`config.mk`:
```
export PLATFORM = sky130hd
export DESIGN_NAME = gvc_store
export DESIGN_NICKNAME = d
export VERILOG_FILES = /design/src/rtl/core/assert_macros.svh /design/src/rtl/core/gvc_pkg.sv /design/src/rtl/core/gvc_store.sv
export SDC_FILE = /design/constraint.sdc
export NUM_CORES = 2
export LEC_CHECK = 0
export BUFFER_PORTS_ARGS = -buffer_cell sky130_fd_sc_hd__buf_2
export CORE_AREA = 2 2 684 754
export DETAILED_ROUTE_END_ITERATION = 12
export DIE_AREA = 0 0 686 756
export GPL_ROUTABILITY_DRIVEN = 0
export GPL_TIMING_DRIVEN = 0
export PLACE_DENSITY = 0.48
export SETUP_SLACK_MARGIN = 0.3
export SYNTH_ARGS = -nofsm -noshare
export SYNTH_HDL_FRONTEND = slang
export SYNTH_MEMORY_MAX_BITS = 65536
export SYNTH_SLANG_ARGS = --single-unit
```
`constraint.sdc`:
```
create_clock -name clk -period 5.8 [get_ports clk]
set_input_delay 0 -clock clk [delete_from_list [all_inputs] [get_ports clk]]
set_output_delay 0 -clock clk [all_outputs]
set_load 0.03 [all_outputs]
```
`src/rtl/core/assert_macros.svh`:
```
// Assertion helper macros shared by the vertex cover RTL.
// Each macro expects signals named clk and rst_n in the scope where it is used.
`ifndef ASSERT_MACROS_SVH
`define ASSERT_MACROS_SVH

// Same-cycle implication, checked only while out of reset.
`define GVC_ASSERT_IMPLIES(label, ante, cons) \
  label: assert property (@(posedge clk) disable iff (!rst_n) (ante) |-> (cons)) \
    else $error("vertex cover check failed (same cycle)");

// Next-cycle implication, checked only while out of reset.
`define GVC_ASSERT_NEXT(label, ante, cons) \
  label: assert property (@(posedge clk) disable iff (!rst_n) (ante) |=> (cons)) \
    else $error("vertex cover check failed (next cycle)");

`endif

```
`src/rtl/core/gvc_pkg.sv`:
```
// Shared types and constants for the greedy vertex cover core.
// No dependencies; every other file of the block but assert_macros.svh refers to this package.
package gvc_pkg;

  // Fixed field widths of the channels and counters.
  localparam int VERTEX_W = 6;
  localparam int DEG_W = 7;
  localparam int CNT_W = 7;
  localparam int REM_W = 11;

  // Default graph size and reset value of the vertex count register.
  localparam int MAX_VERTICES_DEF = 64;
  localparam logic [CNT_W-1:0] CNT_RESET = 7'd64;

  // Sequencer states.
  typedef enum logic [3:0] {
    ST_IDLE,
    ST_LD_CHK,
    ST_LD_B,
    ST_SEL_RUN,
    ST_SEL_END,
    ST_DECIDE,
    ST_UPD_LOAD,
    ST_UPD_WALK,
    ST_UPD_TAIL
  } gvc_state_t;

  // Control strobes from the sequencer to the graph store.
  typedef struct packed {
    logic adj_we;
    logic deg_we;
    logic clear;
  } gvc_ctl_t;

endpackage

```
`src/rtl/core/gvc_store.sv`:
```
// Graph store: adjacency row memory and degree memory, each with per-entry valid bits.
// Depends on gvc_pkg for the control struct and the degree width.
module gvc_store #(
  parameter int MAX_VERTICES = gvc_pkg::MAX_VERTICES_DEF,
  localparam int IDX_W = $clog2(MAX_VERTICES)
) (
  input  logic                      clk,
  input  logic                      rst_n,
  input  gvc_pkg::gvc_ctl_t         ctl,
  input  logic [IDX_W-1:0]          adj_raddr,
  input  logic [IDX_W-1:0]          adj_waddr,
  input  logic [MAX_VERTICES-1:0]   adj_wdata,
  output logic [MAX_VERTICES-1:0]   adj_rdata,
  input  logic [IDX_W-1:0]          deg_raddr,
  input  logic [IDX_W-1:0]          deg_waddr,
  input  logic [gvc_pkg::DEG_W-1:0] deg_wdata,
  output logic [gvc_pkg::DEG_W-1:0] deg_rdata
);

  logic [MAX_VERTICES-1:0]   adj_mem [MAX_VERTICES];
  logic [gvc_pkg::DEG_W-1:0] deg_mem [MAX_VERTICES];
  logic [MAX_VERTICES-1:0]   adj_vld_r;
  logic [MAX_VERTICES-1:0]   deg_vld_r;
  logic [MAX_VERTICES-1:0]   adj_q_r;
  logic [gvc_pkg::DEG_W-1:0] deg_q_r;
  logic                      adj_vq_r;
  logic                      deg_vq_r;

  // Memory arrays: one write and one registered read per cycle on each.
  always_ff @(posedge clk) begin
    if (ctl.adj_we) begin
      adj_mem[adj_waddr] <= adj_wdata;
    end
    if (ctl.deg_we) begin
      deg_mem[deg_waddr] <= deg_wdata;
    end
    adj_q_r  <= adj_mem[adj_raddr];
    deg_q_r  <= deg_mem[deg_raddr];
    adj_vq_r <= adj_vld_r[adj_raddr];
    deg_vq_r <= deg_vld_r[deg_raddr];
  end

  // Valid bits: reset and the end-of-graph clear empty the whole store at once.
  always_ff @(posedge clk) begin
    if (!rst_n || ctl.clear) begin
      adj_vld_r <= '0;
      deg_vld_r <= '0;
    end else begin
      if (ctl.adj_we) begin
        adj_vld_r[adj_waddr] <= 1'b1;
      end
      if (ctl.deg_we) begin
        deg_vld_r[deg_waddr] <= 1'b1;
      end
    end
  end

  // An entry never written since the last clear reads as zero.
  assign adj_rdata = adj_vq_r ? adj_q_r : '0;
  assign deg_rdata = deg_vq_r ? deg_q_r : '0;

endmodule

```
# Word level (Yosys, flattened, before mapping)
# Memory sizes are Yosys's and may differ from the RTL's. A register that Yosys moved wholly into a read port is not among the register bits.
# Index checks and enable logic that the tools add are counted.
# word_totals
n_memories,2
elab_cells,32
regBits,130
output_inout_bits,71
mem_bits_rw,4544
# memory_table
memory,depth,word_bits,rd,rd_clocked_by_memory_dff,wr,line,source
adj_mem,64,64,1,1,1,gvc_store.sv:20,logic [MAX_VERTICES-1:0] adj_mem [MAX_VERTICES];
deg_mem,64,7,1,1,1,gvc_store.sv:21,logic [gvc_pkg::DEG_W-1:0] deg_mem [MAX_VERTICES];
# op_classes
magnitude_cmp,6
bitwise,2
n_reduce_logical,4
mux,14
# ops
operator,n
$or 64x64->64,2
$mux 64,1
$lt 6x7->1 const B,4
$bmux 1 s6,2
$demux 1 s6,2
$ge 6x1->1 const B,2
$mux 1,8
$mux 7,1
$logic_and 1x1->1,2
$logic_not 1->1,1
$logic_or 1x1->1,1

# Depth between registers and ports, before layout
# depth
ltp_word,5
depth_mapped,9
mapped_depth_nobuf,5

# Worst setup path after synthesis
# Ideal clock, no wire load.
# synth_path
path_kind,input -> register
startpoint,input port adj_waddr[5]
endpoint,memory adj_mem[32][0] (netlist name) (enable)
path_buffers,2
path_slack_ns,1.770
t_required_ns,5.312
cell_stages,4
arrival_ns,3.542
path_cell_list,clkbuf_1 or3b_2 clkbuf_1 nor2_1
# synth_rtl
item,line,source
"start, declared",gvc_store.sv:11,"input logic [IDX_W-1:0] adj_waddr,"
"end, declared",gvc_store.sv:20,
# Straight into the memory's write port.

==> metrics.yaml <==
cells_and_area:
  drive_gt1_share_pct: 28.3
  final_cells: 16144
  final_net_count: 8967
  final_common_cell: "edfxtp_1"
  final_cell_mix: "edfxtp_1, mux4_2, clkbuf_16"
  syn2layout_area_growth_pct: 18.4
  fin_area_sq_mm: 0.211
place:
  io_buffers: 159
  dp_hpwl_microns: 398000
  place_inst: 15044
  dpl_cell_area_sq_mm: 0.193
yosys:
  yosysTopAreaCellShare_pct: 76.5
  yosysWarnings: 0
  synth.distinct_cells: 47
  ys_seq_elements: 4745
  synth_nets: 7932
  synthCells: 7832
  synth_edf_count: 4544
  ys_seq_area_share_pct: 78.8
  synth-async-reset-ratio_pct: 0
  synth_top_cell_by_area: "edfxtp_1"
  synth.avg_cell_area_sq_um: 22.8
  synth.top_cells.by_area: "edfxtp_1, mux4_2, dfxtp_1"
  syn-cell-area_sq_mm: 0.178
  synth-main-ff-cell: "edfxtp_1"
route:
  vias: 90586
  top_layer: "met5"
  vias_per_cell: 5.61
  wl_met1_microns: 232000
  routed_wl_microns: 578000
  drt_iter0_markers: 11371
  remaining_drc_errors: 0
  antenna_left: 0
  wl_met3_microns: 40900
  wl_per_cell_microns: 35.8
  dr_wl_met2_microns: 281000
  first_pass_iters: 10
floorplanning:
  dieWidth_microns: 686
  die_area_sq_mm: 0.519
  initial_core_util_pct: 34.9
  die_h_microns: 756
  core_region_area_sq_mm: 0.511
  row_count: 276
  io-pin-count: 171
power_and_ir_drop:
  ir_drop_mv: 0.321
  power_density_mw_per_mm2: 353
  cellLeakagePower_nw: 65.6
  total_power_mw: 74.4
clocking:
  clk_pin_slew_ns: 0.06
  cts_buffers: 524
  cts.sinks: 4745
  clock_latency_ns: 1.09
  post_cts_buffers: 0
  cts_tree: "yes"
  cts.htree.levels: 6
  clk_path_buf_depth: 4
  root_buffer: "clkbuf_16"
critical_path:
  crit_buf_inv: 5
  worst_setup_path_start_kind: "input port"
  cpMaxStageDelayCell: "nor4_1"
  crit_arrival_ns: 5.20
  worst_ep_required_time_ns: 6.80
  path_delay_family: "buffers and inverters"
  cp_common_cell: "buf_2"
  crit_chain: "dlygate4sd3_1 > buf_2 > buf_2 > nor2_1 > nand2_2 > buf_16 > clkbuf_1 > o22ai_1 > nor4_1 > o22a_1"
  cp-end-kind: "register"
  critical_path_class: "input port to register"
  path_max_fanout: 10
  slowest_delay_ns: 1.12
global_routing:
  grt_pass1_wl_microns: 781000
  antenna_found_initial: 69
  grt_overflow_total: 0
  grt_max_degree: 65
  grt_use_total_pct: 21.9
  grt_pass1_vias: 92222
flow_run:
  max-cap-violations: 1
timing:
  setup_violations: 0
  holdWs_ns: 0.0192
  totalNegativeSetupSlack_ns: 0
  max_freq_ghz: 0.238
  hold_viol_final: 0
  maxSlewHeadroom_pct: -1.21
  finClkSkew_ns: 0.0459
  slew_violations: 11
  grt_setup_unrepaired: "no"
  fin_crit_ns: 4.19
  fin_crit_sh_pct: 72.3
  worstMarginPinSlew_ns: 1.52
worst_hold_path:
  worstHoldPathType: "input port to register"
run_status:
  violations: "capacitance limit, slew limit"
  status: "finished, violations left"
final timing paths:
check	startpoint	to	slack, ns	cells past startpoint
max	adj_raddr[2]	adj_q_r[30]	1.61	10
min	deg_wdata[5]	deg_mem[36][5]	0.02	2
max reg2reg	adj_mem[40][63]	adj_q_r[63]	3.24	6
min reg2reg	deg_vld_r[14]	deg_vld_r[14]	0.46	1
synth_stat cells, types with 5 or more instances:
master	n
edfxtp_1	4544
mux4_2	1152
o22ai_1	321
nor2_1	213
dfxtp_1	201
clkbuf_1	166
buf_2	133
o21a_1	129
mux2i_1	113
buf_4	104
a21oi_1	84
o221ai_1	76
and2_1	74
o21ai_0	60
nor4_1	59
o22a_1	57
nand2_1	54
nor3_1	54
nor2b_1	29
nand3_1	21
buf_1	20
a211oi_1	18
buf_6	17
nand2b_1	17
a31oi_1	16
a22oi_1	14
nand3b_1	11
a22o_1	10
mux2_2	9
or2_2	6
a2bb2oi_1	5
o211ai_1	5
or3_1	5
through the flow:
stage | util (%) | setup WS [ns]
6_report | 41.3 | 1.61
5_1_grt | 41.2 | 1.70
4_1_cts | 41.2 | 1.69
3_5_place_dp | 37.8 | 1.38
3_3_place_gp | 36.7 | -3.88
2_1_floorplan | - | 1.77
routing by layer:
layer  GRT usage (%)  vias up
met2            36.2     3891
met1            29.3    50050
met3            3.49      887
li1                -    35750
met4            8.29        8
met5               0        -
final cells by class:
class | count | area [sq um]
clock buffers | 710 | 14300
clock inverters | 232 | 2240
fillers | 44622 | 300000
repair buffers | 509 | 6970
flip-flops and latches | 4745 | 140000
well taps | 6811 | 8520
plain buffers | 442 | 2380
inverters | 1 | 3.75
multi-input cells | 2644 | 35900
diodes | 50 | 125
registers in the layout, indices dropped and copies added, names as in the netlist:
name and cells:
adj_mem 4096, adj_q_r 64, adj_vld_r 64, adj_vq_r 1, deg_mem 448, deg_q_r 7
deg_vld_r 64, deg_vq_r 1
worst reg2reg max path: stages, from the launching register on:
cell	delay [ns]
edfxtp_1	0.37
mux4_2	0.49
a22o_1	0.26
a21oi_1	0.11
dlygate4sd3_1	0.55
a311oi_1	0.08
dlygate4sd3_1	0.59
kinds of logic (layout without fill, tap and decap cells):
group	count (synthesis)	count (layout)	synth area share (%)
other cells	0	50	0
mux	1274	1274	15.2
buf+inv	443	1894	1.32
flops	4745	4745	78.8
simple gates	559	559	1.55
compound gates	811	811	3.09
repair_timing:
action | CTS | global route
endpoints found under the setup margin | 0 | 0
endpoints found under the hold margin | 5017 | 32
resized for setup | 0 | 0
hold buffers | 102 | 2
power by group:
part,switching [mW],internal [mW]
clock network,13.8,18.6
logic,2.74,1.30
registers,0.0965,37.8
Power figures use the tool's default switching activity.
